### src/design/sgs_pkg.sv
// Shared types and constants for the sequence gap segmenter.
// Used by every module of the block; no dependencies of its own.
package sgs_pkg;

    // Default width of the length counters
    localparam int LEN_BITS_DEF = 40;
    localparam int GAPS_W = 32;
    localparam int CB_W = 20;
    localparam int SB_W = 21;

    // Input function codes
    localparam logic [1:0] FUNC_SYMBOL = 2'd0;
    localparam logic [1:0] FUNC_HEADER = 2'd1;
    localparam logic [1:0] FUNC_END = 2'd2;

    // Record kinds
    localparam logic [1:0] KIND_CONTIG = 2'd0;
    localparam logic [1:0] KIND_GAP = 2'd1;
    localparam logic [1:0] KIND_SCAFFOLD = 2'd2;

    // Unknown-base symbols and the header mark
    localparam logic [7:0] SYM_N_UPPER = 8'h4E;
    localparam logic [7:0] SYM_N_LOWER = 8'h6E;
    localparam logic [7:0] SYM_HEADER = 8'h3E;

    // Register indexes on the configuration port
    localparam logic REG_CONTIG_BREAK = 1'b0;
    localparam logic REG_SCAFFOLD_BREAK = 1'b1;
    localparam logic [CB_W-1:0] CB_RESET = 20'd9;
    localparam logic [SB_W-1:0] SB_RESET = {SB_W{1'b1}};

    // Result queue geometry
    localparam int QDEPTH = 4;
    localparam int QPTR_W = 2;
    localparam int QCNT_W = 3;

    // Current configuration
    typedef struct packed {
        logic [CB_W-1:0] contig_break_len;
        logic [SB_W-1:0] scaffold_break_len;
    } sgs_cfg_t;

    // Records written into the queue in one cycle
    typedef struct packed {
        logic first;
        logic second;
    } sgs_push_t;

    // Queue status seen by the segmenting core
    typedef struct packed {
        logic room;
    } sgs_qstat_t;

endpackage

### src/design/sequence_gap_segmenter_top.sv
// Top level of the sequence gap segmenter.
// Depends on sgs_pkg, sgs_regs, sgs_core and sgs_outq.
//
// Usage: sequence items arrive on the seq channel (seq_valid, seq_stall, func,
// symbol): func selects a sequence byte, a record header or the end of input.
// Records leave on the rec channel (rec_valid, rec_stall and the record fields),
// one record per request; last marks the final record caused by one item.
// The user is to write the break lengths over the APB-style port only while
// the block is idle; the block itself does not enforce this. An accepted item
// sits in the input register, is judged there, and its records enter the queue.
// Throughput: one item per cycle while the result queue has room for a pair.
// Items that close a contig or a scaffold make two records, and the output
// channel carries one record per cycle, so such items can fill the four-entry
// result queue; seq_stall then holds the input until there is room for a pair.
// Reset clears all counters and the queue and loads the break-length defaults.
// While the receiver stalls, records wait in the queue and seq_stall rises as
// soon as an item waits in the input register and the queue cannot take two
// more records.
module sequence_gap_segmenter_top
    import sgs_pkg::*;
#(
    parameter int LEN_BITS = LEN_BITS_DEF
)
(
    input  logic                clk,
    input  logic                rst_n,
    input  logic                seq_valid,
    output logic                seq_stall,
    input  logic [1:0]          func,
    input  logic [7:0]          symbol,
    output logic                rec_valid,
    input  logic                rec_stall,
    output logic [1:0]          record_kind,
    output logic [LEN_BITS-1:0] length,
    output logic [LEN_BITS-1:0] span_with_short_runs,
    output logic [LEN_BITS-1:0] contig_bases_sum,
    output logic [LEN_BITS-1:0] gap_bases,
    output logic [GAPS_W-1:0]   gap_total,
    output logic                last,
    input  logic                psel,
    input  logic                penable,
    input  logic                pwrite,
    input  logic [2:0]          paddr,
    input  logic [31:0]         pwdata,
    output logic [31:0]         prdata,
    output logic                pready
);

    localparam int REC_W = 3 + 4*LEN_BITS + GAPS_W;
    localparam int GB_LO = GAPS_W + 1;
    localparam int BS_LO = GB_LO + LEN_BITS;
    localparam int SP_LO = BS_LO + LEN_BITS;
    localparam int LN_LO = SP_LO + LEN_BITS;
    localparam int KD_LO = LN_LO + LEN_BITS;

    sgs_cfg_t         cfg;
    sgs_qstat_t       qstat;
    sgs_push_t        push;
    logic [REC_W-1:0] rec_first;
    logic [REC_W-1:0] rec_second;
    logic [REC_W-1:0] rec_data;

    sgs_regs u_regs (
        .clk     (clk),
        .rst_n   (rst_n),
        .psel    (psel),
        .penable (penable),
        .pwrite  (pwrite),
        .paddr   (paddr),
        .pwdata  (pwdata),
        .prdata  (prdata),
        .pready  (pready),
        .cfg     (cfg)
    );

    sgs_core #(
        .LEN_BITS (LEN_BITS),
        .REC_W    (REC_W)
    ) u_core (
        .clk        (clk),
        .rst_n      (rst_n),
        .seq_valid  (seq_valid),
        .seq_stall  (seq_stall),
        .func       (func),
        .symbol     (symbol),
        .cfg        (cfg),
        .qstat      (qstat),
        .push       (push),
        .rec_first  (rec_first),
        .rec_second (rec_second)
    );

    sgs_outq #(
        .REC_W (REC_W)
    ) u_outq (
        .clk        (clk),
        .rst_n      (rst_n),
        .push       (push),
        .rec_first  (rec_first),
        .rec_second (rec_second),
        .qstat      (qstat),
        .rec_valid  (rec_valid),
        .rec_stall  (rec_stall),
        .rec_data   (rec_data)
    );

    // Unpack the record at the head of the queue
    assign record_kind = rec_data[KD_LO +: 2];
    assign length = rec_data[LN_LO +: LEN_BITS];
    assign span_with_short_runs = rec_data[SP_LO +: LEN_BITS];
    assign contig_bases_sum = rec_data[BS_LO +: LEN_BITS];
    assign gap_bases = rec_data[GB_LO +: LEN_BITS];
    assign gap_total = rec_data[1 +: GAPS_W];
    assign last = rec_data[0];

endmodule

### src/design/sgs_regs.sv
// Configuration registers of the sequence gap segmenter on an APB-style port.
// Depends on sgs_pkg for register indexes, reset values and the config struct.
module sgs_regs
    import sgs_pkg::*;
(
    input  logic        clk,
    input  logic        rst_n,
    input  logic        psel,
    input  logic        penable,
    input  logic        pwrite,
    input  logic [2:0]  paddr,
    input  logic [31:0] pwdata,
    output logic [31:0] prdata,
    output logic        pready,
    output sgs_cfg_t    cfg
);

    logic [CB_W-1:0] contig_break_len_reg;
    logic [SB_W-1:0] scaffold_break_len_reg;
    logic            wr_en;
    logic            reg_index;

    assign pready = 1'b1;
    assign wr_en = psel && penable && pwrite;
    assign reg_index = paddr[2];

    // Register writes in the access phase
    always_ff @(posedge clk or negedge rst_n)
    begin
        if (!rst_n)
        begin
            contig_break_len_reg <= CB_RESET;
            scaffold_break_len_reg <= SB_RESET;
        end
        else if (wr_en)
        begin
            case (reg_index)
                REG_CONTIG_BREAK:
                begin
                    contig_break_len_reg <= pwdata[CB_W-1:0];
                end
                REG_SCAFFOLD_BREAK:
                begin
                    scaffold_break_len_reg <= pwdata[SB_W-1:0];
                end
                default:
                begin
                end
            endcase
        end
    end

    // Read-back mux
    always_comb
    begin
        case (reg_index)
            REG_CONTIG_BREAK:   prdata = {{(32-CB_W){1'b0}}, contig_break_len_reg};
            REG_SCAFFOLD_BREAK: prdata = {{(32-SB_W){1'b0}}, scaffold_break_len_reg};
            default:            prdata = 32'd0;
        endcase
    end

    assign cfg.contig_break_len = contig_break_len_reg;
    assign cfg.scaffold_break_len = scaffold_break_len_reg;

endmodule

### src/design/sgs_core.sv
// Segmenting core: input register, run and contig tracking, record formation.
// Depends on sgs_pkg; feeds up to two packed records per cycle to sgs_outq.
module sgs_core
    import sgs_pkg::*;
#(
    parameter int LEN_BITS = LEN_BITS_DEF,
    parameter int REC_W = 3 + 4*LEN_BITS + GAPS_W
)
(
    input  logic             clk,
    input  logic             rst_n,
    input  logic             seq_valid,
    output logic             seq_stall,
    input  logic [1:0]       func,
    input  logic [7:0]       symbol,
    input  sgs_cfg_t         cfg,
    input  sgs_qstat_t       qstat,
    output sgs_push_t        push,
    output logic [REC_W-1:0] rec_first,
    output logic [REC_W-1:0] rec_second
);

    // Compare width wide enough for both the counters and the thresholds
    localparam int CW = (LEN_BITS > CB_W) ? LEN_BITS : CB_W;

    function automatic logic [LEN_BITS-1:0] sat_add(
        input logic [LEN_BITS-1:0] a,
        input logic [LEN_BITS-1:0] b,
        input logic                cin
    );
        logic [LEN_BITS:0] s;
        s = {1'b0, a} + {1'b0, b} + {{LEN_BITS{1'b0}}, cin};
        sat_add = s[LEN_BITS] ? {LEN_BITS{1'b1}} : s[LEN_BITS-1:0];
    endfunction

    function automatic logic [LEN_BITS-1:0] floor_sub(
        input logic [LEN_BITS-1:0] a,
        input logic [LEN_BITS-1:0] b
    );
        floor_sub = (a > b) ? (a - b) : {LEN_BITS{1'b0}};
    endfunction

    // Input register
    logic       in_full_reg, in_full_next;
    logic [1:0] func_reg;
    logic [7:0] symbol_reg;
    logic       accept;
    logic       advance;

    // Running state
    logic [LEN_BITS-1:0] run_len_reg, run_len_next;
    logic [LEN_BITS-1:0] contig_span_reg, contig_span_next;
    logic [LEN_BITS-1:0] contig_short_reg, contig_short_next;
    logic [LEN_BITS-1:0] scaf_total_reg, scaf_total_next;
    logic [LEN_BITS-1:0] scaf_bases_reg, scaf_bases_next;
    logic [LEN_BITS-1:0] scaf_span_reg, scaf_span_next;
    logic [GAPS_W-1:0]   scaf_gaps_reg, scaf_gaps_next;

    // Derived values
    logic [LEN_BITS-1:0] known;
    logic                scaf_empty;
    logic [LEN_BITS-1:0] drop;
    logic [LEN_BITS-1:0] bsum;
    logic [LEN_BITS-1:0] ssum;
    logic [LEN_BITS-1:0] tot;
    logic [LEN_BITS-1:0] gbases;
    logic                is_n;
    logic                sb_hit;
    logic                cb_hit;
    logic [GAPS_W-1:0]   gaps_inc;
    logic [LEN_BITS-1:0] one_len;
    logic [REC_W-1:0]    rec_contig;
    logic [REC_W-1:0]    rec_gap;
    logic [REC_W-1:0]    rec_scaf;
    logic                second_is_gap;

    // Input handshake: the register moves on when the queue can take two records
    assign advance = in_full_reg && qstat.room;
    assign seq_stall = in_full_reg && !qstat.room;
    assign accept = seq_valid && !seq_stall;

    always_comb
    begin
        if (accept)
        begin
            in_full_next = 1'b1;
        end
        else if (advance)
        begin
            in_full_next = 1'b0;
        end
        else
        begin
            in_full_next = in_full_reg;
        end
    end

    always_ff @(posedge clk)
    begin
        if (accept)
        begin
            func_reg <= func;
            symbol_reg <= symbol;
        end
    end

    // Shared arithmetic for closing a contig or scaffold
    assign one_len = {{(LEN_BITS-1){1'b0}}, 1'b1};
    assign known = floor_sub(contig_span_reg, contig_short_reg);
    assign scaf_empty = (scaf_gaps_reg == '0) && (known == '0);
    assign drop = (func_reg == FUNC_SYMBOL) ? run_len_reg : {LEN_BITS{1'b0}};
    assign bsum = sat_add(scaf_bases_reg, known, 1'b0);
    assign ssum = sat_add(scaf_span_reg, contig_span_reg, 1'b0);
    assign tot = floor_sub(scaf_total_reg, drop);
    assign gbases = floor_sub(tot, ssum);
    assign gaps_inc = (scaf_gaps_reg == {GAPS_W{1'b1}}) ? scaf_gaps_reg
                                                        : scaf_gaps_reg + 1'b1;

    // Run judgment against the two thresholds
    assign is_n = (symbol_reg == SYM_N_UPPER) || (symbol_reg == SYM_N_LOWER);
    assign sb_hit = !cfg.scaffold_break_len[SB_W-1] &&
                    (CW'(run_len_reg) == CW'(cfg.scaffold_break_len[SB_W-2:0]));
    assign cb_hit = CW'(run_len_reg) >= CW'(cfg.contig_break_len);

    // Record formats: kind, length, span, bases sum, gap bases, gap count, last
    assign rec_contig = {KIND_CONTIG, known, contig_span_reg, {LEN_BITS{1'b0}},
                         {LEN_BITS{1'b0}}, {GAPS_W{1'b0}}, 1'b0};
    assign rec_gap = {KIND_GAP, run_len_reg, {LEN_BITS{1'b0}}, {LEN_BITS{1'b0}},
                      {LEN_BITS{1'b0}}, {GAPS_W{1'b0}}, 1'b1};
    assign rec_scaf = {KIND_SCAFFOLD, tot, {LEN_BITS{1'b0}}, bsum, gbases,
                       scaf_gaps_reg, 1'b1};
    assign rec_first = rec_contig;
    assign rec_second = second_is_gap ? rec_gap : rec_scaf;

    // Next-state and record selection for the registered item
    always_comb
    begin
        run_len_next = run_len_reg;
        contig_span_next = contig_span_reg;
        contig_short_next = contig_short_reg;
        scaf_total_next = scaf_total_reg;
        scaf_bases_next = scaf_bases_reg;
        scaf_span_next = scaf_span_reg;
        scaf_gaps_next = scaf_gaps_reg;
        push = '0;
        second_is_gap = 1'b0;
        if (advance)
        begin
            case (func_reg)
                FUNC_HEADER, FUNC_END:
                begin
                    // Close the scaffold; a pending run stays in the total
                    push.first = !scaf_empty;
                    push.second = !scaf_empty;
                    run_len_next = '0;
                    contig_span_next = '0;
                    contig_short_next = '0;
                    scaf_total_next = '0;
                    scaf_bases_next = '0;
                    scaf_span_next = '0;
                    scaf_gaps_next = '0;
                end
                FUNC_SYMBOL:
                begin
                    if (is_n)
                    begin
                        run_len_next = sat_add(run_len_reg, '0, 1'b1);
                        scaf_total_next = sat_add(scaf_total_reg, '0, 1'b1);
                    end
                    else if ((run_len_reg != '0) && sb_hit)
                    begin
                        // Scaffold break: the run leaves the total
                        push.first = !scaf_empty;
                        push.second = !scaf_empty;
                        run_len_next = '0;
                        contig_span_next = one_len;
                        contig_short_next = '0;
                        scaf_total_next = one_len;
                        scaf_bases_next = '0;
                        scaf_span_next = '0;
                        scaf_gaps_next = '0;
                    end
                    else if ((run_len_reg != '0) && cb_hit)
                    begin
                        // Contig break: record a gap if the contig has bases
                        if (known != '0)
                        begin
                            push.first = 1'b1;
                            push.second = 1'b1;
                            second_is_gap = 1'b1;
                            scaf_bases_next = bsum;
                            scaf_span_next = ssum;
                            scaf_gaps_next = gaps_inc;
                        end
                        run_len_next = '0;
                        contig_span_next = one_len;
                        contig_short_next = '0;
                        scaf_total_next = sat_add(scaf_total_reg, '0, 1'b1);
                    end
                    else
                    begin
                        // Short or no run stays inside the contig
                        run_len_next = '0;
                        contig_span_next = sat_add(contig_span_reg, run_len_reg, 1'b1);
                        contig_short_next = sat_add(contig_short_reg, run_len_reg, 1'b0);
                        scaf_total_next = sat_add(scaf_total_reg, '0, 1'b1);
                    end
                end
                default:
                begin
                end
            endcase
        end
    end

    always_ff @(posedge clk or negedge rst_n)
    begin
        if (!rst_n)
        begin
            in_full_reg <= 1'b0;
            run_len_reg <= '0;
            contig_span_reg <= '0;
            contig_short_reg <= '0;
            scaf_total_reg <= '0;
            scaf_bases_reg <= '0;
            scaf_span_reg <= '0;
            scaf_gaps_reg <= '0;
        end
        else
        begin
            in_full_reg <= in_full_next;
            run_len_reg <= run_len_next;
            contig_span_reg <= contig_span_next;
            contig_short_reg <= contig_short_next;
            scaf_total_reg <= scaf_total_next;
            scaf_bases_reg <= scaf_bases_next;
            scaf_span_reg <= scaf_span_next;
            scaf_gaps_reg <= scaf_gaps_next;
        end
    end

`ifndef SYNTHESIS
    // Records always come in pairs, so the second never goes out alone.
    assert property (@(posedge clk) disable iff (!rst_n)
        push.second |-> push.first)
        else $error("second record pushed without the first");

    // An unknown base always leaves a pending run behind.
    assert property (@(posedge clk) disable iff (!rst_n)
        (advance && (func_reg == FUNC_SYMBOL) && is_n) |=> (run_len_reg != '0))
        else $error("unknown base did not extend the run");

    // Nothing is pushed unless the registered item moves on.
    assert property (@(posedge clk) disable iff (!rst_n)
        push.first |-> advance)
        else $error("record pushed without an item");
`endif

endmodule

### src/design/sgs_outq.sv
// Result queue: takes up to two records a cycle and hands out one a cycle while rec_stall is low.
// Depends on sgs_pkg for queue geometry and the push and status structs.
module sgs_outq
    import sgs_pkg::*;
#(
    parameter int REC_W = 3 + 4*LEN_BITS_DEF + GAPS_W
)
(
    input  logic             clk,
    input  logic             rst_n,
    input  sgs_push_t        push,
    input  logic [REC_W-1:0] rec_first,
    input  logic [REC_W-1:0] rec_second,
    output sgs_qstat_t       qstat,
    output logic             rec_valid,
    input  logic             rec_stall,
    output logic [REC_W-1:0] rec_data
);

    logic [REC_W-1:0]  mem_reg [QDEPTH];
    logic [QPTR_W-1:0] wr_ptr_reg, wr_ptr_next;
    logic [QPTR_W-1:0] rd_ptr_reg, rd_ptr_next;
    logic [QCNT_W-1:0] count_reg, count_next;
    logic [QPTR_W-1:0] wr_ptr_second;
    logic              pop;

    assign rec_valid = (count_reg != '0);
    assign rec_data = mem_reg[rd_ptr_reg];
    assign pop = rec_valid && !rec_stall;
    assign qstat.room = (count_reg <= QCNT_W'(QDEPTH - 2));
    assign wr_ptr_second = wr_ptr_reg + 1'b1;

    // Pointer and fill bookkeeping
    assign wr_ptr_next = wr_ptr_reg + QPTR_W'(push.first) + QPTR_W'(push.second);
    assign rd_ptr_next = rd_ptr_reg + QPTR_W'(pop);
    assign count_next = count_reg + QCNT_W'(push.first) + QCNT_W'(push.second)
                        - QCNT_W'(pop);

    // Record storage
    always_ff @(posedge clk)
    begin
        if (push.first)
        begin
            mem_reg[wr_ptr_reg] <= rec_first;
        end
        if (push.second)
        begin
            mem_reg[wr_ptr_second] <= rec_second;
        end
    end

    always_ff @(posedge clk or negedge rst_n)
    begin
        if (!rst_n)
        begin
            wr_ptr_reg <= '0;
            rd_ptr_reg <= '0;
            count_reg <= '0;
        end
        else
        begin
            wr_ptr_reg <= wr_ptr_next;
            rd_ptr_reg <= rd_ptr_next;
            count_reg <= count_next;
        end
    end

`ifndef SYNTHESIS
    // The fill level never passes the depth.
    assert property (@(posedge clk) disable iff (!rst_n)
        count_reg <= QCNT_W'(QDEPTH))
        else $error("result queue overflow");

    // A push only happens while two free slots remain.
    assert property (@(posedge clk) disable iff (!rst_n)
        push.first |-> qstat.room)
        else $error("push without room");

    // An empty queue has equal read and write pointers.
    assert property (@(posedge clk) disable iff (!rst_n)
        (count_reg == '0) |-> (wr_ptr_reg == rd_ptr_reg))
        else $error("empty queue with unequal pointers");
`endif

endmodule
### config.mk
export PLATFORM = sky130hd
export DESIGN_NAME = sequence_gap_segmenter_top
export DESIGN_NICKNAME = d
export VERILOG_FILES = /design/src/design/sgs_pkg.sv /design/src/design/sequence_gap_segmenter_top.sv /design/src/design/sgs_regs.sv /design/src/design/sgs_core.sv /design/src/design/sgs_outq.sv
export SDC_FILE = /design/constraint.sdc
export NUM_CORES = 2
export LEC_CHECK = 0
export ABC_CLOCK_PERIOD_IN_PS = 27500
export BUFFER_PORTS_ARGS = -buffer_cell sky130_fd_sc_hd__buf_2
export CAP_MARGIN = 20
export CORE_ASPECT_RATIO = 1.2
export CORE_MARGIN = 4
export CORE_UTILIZATION = 60
export CTS_CLUSTER_DIAMETER = 30
export DETAILED_ROUTE_END_ITERATION = 12
export PLACE_DENSITY = 0.74
export SLEW_MARGIN = 25
export SYNTH_ARGS = -nofsm -noshare
export SYNTH_HDL_FRONTEND = slang
export SYNTH_HIERARCHICAL = 1
export SYNTH_SLANG_ARGS = --single-unit
### constraint.sdc
create_clock -name clk -period 27.5 [get_ports clk]
set_clock_uncertainty 0.1 [all_clocks]
set_input_delay 4.125 -clock clk [delete_from_list [all_inputs] [get_ports clk]]
set_output_delay 4.125 -clock clk [all_outputs]
set_load 0.1 [all_outputs]
After elaboration in Yosys (flattened, before gate mapping)
Memories as Yosys holds them, arrays and structs flattened.
Cells that the tools add are included.
- register bits after elaboration: 331
- bits in latches: 0
- RAM bits: 780
- memory bits (read-only): 0
- input bits: 52
- word-level logic and storage cells: 140
- memories kept: 1
- $add $sub $neg: 18
- multiply operators: 0
- div/mod/pow operators: 0
- $lt $le $gt $ge: 5
- equal/unequal tests: 10
- shifts and indexed selects: 0
- muxes and demuxes: 59
- bitwise gates (word level): 1
- reduce and logical (&&, ||, !) cells: 31
- memories (memory ; depth ; width ; rd ports ; clocked after memory_dff ; wr ports ; line ; RTL):
    u_outq.mem_reg ; 4 ; 195 ; 1 ; 0 ; 2 ; sgs_outq.sv:20 ; logic [REC_W-1:0] mem_reg [QDEPTH];
- operators by type and width (kind ; count):
    two-way mux 40 bit ; 27
    case mux 40 bit (2 select lines) ; 6
    two-way mux 195 bit ; 1
    adder 40 x 40 -> 41 bit ; 4
    two-way mux 32 bit ; 5
    case mux 32 bit (2 select lines) ; 2
    greater-than comparator 40 bit ; 3
    subtractor 40 bit ; 3
    adder 40 x 1 -> 41 bit (second input constant) ; 2
    nonzero test 40 bit ; 2
    adder 41 x 1 -> 41 bit (second input constant) ; 1
    equality test 40 x 20 -> 1 bit ; 1
    greater-or-equal comparator 40 x 20 -> 1 bit ; 1
    logical NOT 40 bit ; 1
    adder 32 x 1 -> 32 bit (second input constant) ; 1
    equality test 32 bit (second input constant) ; 1
    logical NOT 32 bit ; 1
    equality test 8 x 7 -> 1 bit (second input constant) ; 2
    two-way mux 1 bit ; 12
    logical AND 1 bit ; 10
    two-way mux 2 bit ; 5
    != test 3 bit (second input constant) ; 3
    adder 2 x 1 -> 2 bit ; 3
    adder 3 x 1 -> 3 bit ; 2
    other kinds (18) ; 25

Depth between registers and ports, before layout
- word-level depth: 12
- gate-level depth with buffers: 36

Cells and area by module
Netlist, hierarchy kept.
- modules (own cells, without submodules) (module ; times used ; cells each ; area each (um^2) ; seq. area each (um^2)):
    sgs_outq ; 1 ; 1921 ; 37673.6 ; 23597.6
    sgs_core ; 1 ; 4217 ; 32072.0 ; 7101.8
    sgs_regs ; 1 ; 125 ; 1895.6 ; 1054.8

Worst setup path after synthesis
OpenSTA, ideal clock, no wires.
- path type: reg-to-reg
- start point: reg u_core.contig_span_reg[22]
- end point: mem u_outq/mem_reg[2][0] (netlist bit), enable pin
- library setup time: 1019 ps
- arrival: 17691 ps
- required time: 26381 ps
- setup slack: 8690 ps
- cell stages (with the launch flop): 18
- buffers on the path: 2
- clock period less this slack: 18810 ps
- cell sequence: dfrtp_1 > ha_1 > buf_2 > and3_1 > a221o_1 > a221oi_2 > o21ai_1 > a221oi_2 > a21oi_1 > o21a_1 > o21ai_0 > nor4b_4 > nor2_1 > o32ai_1 > a221oi_1 > buf_4 > nand2b_1 > o21ai_0
- RTL lines (element ; line ; RTL):
    start, declared ; sgs_core.sv:52 ; logic [LEN_BITS-1:0] contig_span_reg, contig_span_next;
    start signal, assigned ; sgs_core.sv:233 ; contig_span_reg <= contig_span_next;
    end, declared ; sgs_outq.sv:20 ;

==> metrics <==
Mapped Area slightly above 0.07 mm2; metal2 WL 97420 um; clock sink total 1110; Critical Setup Path Class reg2reg; antenna violation net count after detailed routing 0; Top Metal Used met5; first-pass GRT wire length 317700 um; status finished, final reports clean; max cap viols 0; final hold viol count 0; Die Y-Extent between 300 and 400 um; worst slew pin tran 1.267 ns; critical path endpoint category flip-flop; delay-heaviest family, CP compound AO/OA/AOI/OAI gates; hold_buf cts 0; total number of vias between 50000 and 60000; IO Pins 282; Final Slew Violations 0; Critical Path Fanout Max 50; core box area 0.1183 mm2; Root Driver clkbuf_16; crit share post-route between 30 and 40%; synth top area cells edfxtp_1 (33%), mux2_2 (14%), dfrtp_1 (10%); Hold Crit Class reg2reg; Yosys reg bits 1110; via density per instance around 6.4; Post-synth EDFFs 789; final net count ~7000; Tmin final 10.33 ns; pin count of the biggest net entering global routing 124; Power Density 111.8 mW/mm2; Detailed Place HPWL 140300 um; met1 WL 82900 um; max reg flops 780; CP Launch Type flip-flop; WL/cell 25.40 um; PnR worst setup slack 17.17 ns; final wirelength 209600 um; most area-hungry cell type in the Yosys netlist edfxtp_1; r2r setup slk between 15 and 20 ns; Syn Area/Cell 11.44 um2; number of global-route vias before repair 53190; DRT Pass-1 Iters 6; area post-placement around 0.074 mm2; CTS max path bufs 3; clock buffer count from CTS 220; design area slightly above 0.08 mm2; post-synthesis sequential area ratio 44.32%; gpl congestion just under 1; Distinct cells, synth 93; Slew HR 14.91%; worst vdd ir 0.0001376 V; Place WS 17.23 ns; H-tree depth 4; Starting Density roughly three fifths; Worst-path clk slew 0.05 ns; drt drc 0; Synth async-reset ratio 28.92%; leakage roughly 34 nW; post_cts resized 0; fraction of layout instances using a drive strength above 1 28.39%; initial antenna violation count 7; max incr delay on CP 0.62 ns; crit-path most repeated cell o21ai_0; TritonCTS clock tree built; area share of the largest cell type after synthesis 33.07%; placed instance count 7829; Finished Core Util 69.10%; Crit path buffers/inverters 5; Total GRT Usage between 30% and 40%; crit path max-delay cell type o41ai_2; Core Rows 138; final instance count without filler cells 8251; Final TNS setup 0 ns; Port Buffers 255; width of the die approximately 320 um; WP data arrival 10.81 ns; GR Overflow Total 0; count of final setup violators 0; area delta synth->final 14.08%; Syn Inst Count 6263; commonest register cell after synthesis edfxtp_1; met3 wire length 15950 um; number of synthesis warnings 6; CP required between 20 and 30 ns; Setup Buffers After CTS 0; Iter 0 DRT Violations 5112; die area 0.1250 mm2; unrepaired setup endpoints after global routing false; Achievable Freq 0.09676 GHz; clk_lat worst skew 0.84 ns
## report_power, final
group	switching [mW]	leakage [nW]	internal [mW]
sequential	0.106	11.5	2.05
clock	0.957	3.77	1.85
combinational	3.07	19.1	1.11
total	4.13	34.4	5.01
## cells by family (layout without fill, tap and decap cells)
group,Yosys count,after routing,share of synthesized area [%]
buffers and inverters,693,975,4.827
AOI/OAI and AO/OA,1302,1302,11.56
xor gates and xnor gates,240,240,2.934
DFF,1110,1110,44.32
adders and majority gates,320,320,5.694
muxes,1151,1151,21.14
other,4,170,0.02095
and+or+nand+nor,1443,1443,9.496
## layer usage
layer  GRT usage [%]  vias up
li1                -    23880
met1           42.60    26220
met2           52.80     2317
met3           6.013      494
met4           18.93        6
met5               0        -
## cell usage in the layout (no fill, tap or decap), types with 79 or more instances in the layout
master / Yosys / final
edfxtp_1: 789 / 789
a21oi_1: 301 / 299
xnor2_1: 143 / 143
nand2_1: 358 / 358
buf_4: 190 / 91
conb_1: 4 / 168
nand3_1: 109 / 107
ha_1: 310 / 309
o21ai_0: 390 / 387
xor2_1: 97 / 97
mux2_2: 867 / 867
dfrtp_1: 298 / 296
buf_2: 114 / 254
nor3_1: 85 / 79
inv_1: 203 / 202
mux2_1: 81 / 81
nor2_1: 501 / 498
a21o_1: 153 / 153
clkbuf_16: 0 / 223
mux4_2: 195 / 195
## stage by stage
step                hold WS, ns  power (mW)
CTS                      0.4115       9.131
finish                   0.4055       9.139
global route             0.4248       9.471
detailed placement       0.3976       6.300
floorplan                0.3601       5.424
global placement         0.3853       6.265
## cells in the mapped netlist (11+ instances only)
cell,count
a211oi_1,30
mux2_2,867
and2_1,20
nor2_1,501
and3_1,76
o21bai_1,46
xor2_1,97
a21o_1,153
mux2_1,81
a31oi_1,50
a311oi_1,11
buf_2,114
and3b_1,11
o31ai_1,22
nand3_1,109
dfstp_2,23
nand2_1,358
o2111ai_1,12
mux4_2,195
a31o_2,21
ha_1,310
xnor2_1,143
nand4_1,51
nor3_1,85
buf_4,190
a22o_1,51
dfrtp_1,298
buf_1,21
or3_1,20
nor2b_1,63
clkbuf_1,164
nor4_1,36
o211ai_1,26
a211o_1,15
inv_1,203
o21a_1,41
nand2b_1,43
o21ai_0,390
a21oi_1,301
edfxtp_1,789
or2_2,11
nand3b_1,14
## final timing paths
kind	start	end	depth (start not counted)
max in group asynchronous	rst_n	u_outq/rd_ptr_reg[0]	2
setup / recovery	u_core/func_reg[1]	u_outq/mem_reg[2][41]	33
hold reg to reg	u_core/contig_short_reg[0]	u_core/contig_short_reg[0]	2
setup reg to reg	u_core/func_reg[1]	u_outq/mem_reg[2][41]	33
hold / removal	u_core/contig_short_reg[0]	u_core/contig_short_reg[0]	2
min in group asynchronous	rst_n	u_regs/contig_break_len_reg[10]	1
## area by class of cell
class                   count  area, um2
clock buffers             252       5799
inverters                 203      762.0
well taps                1540       1927
clock inverters           167       2121
flip-flops and latches   1110      31760
multi-input cells        4624      37250
repair buffers            353       2100
diodes                      2      5.005
fillers                  8364      36550
## tightest hold or removal path: cells and delay by family (launching register included)
family / cells / cell delay (ns)
flops: 1 / 0.37
simple gates: 2 / 0.11
Power figures use the tool's default switching activity.
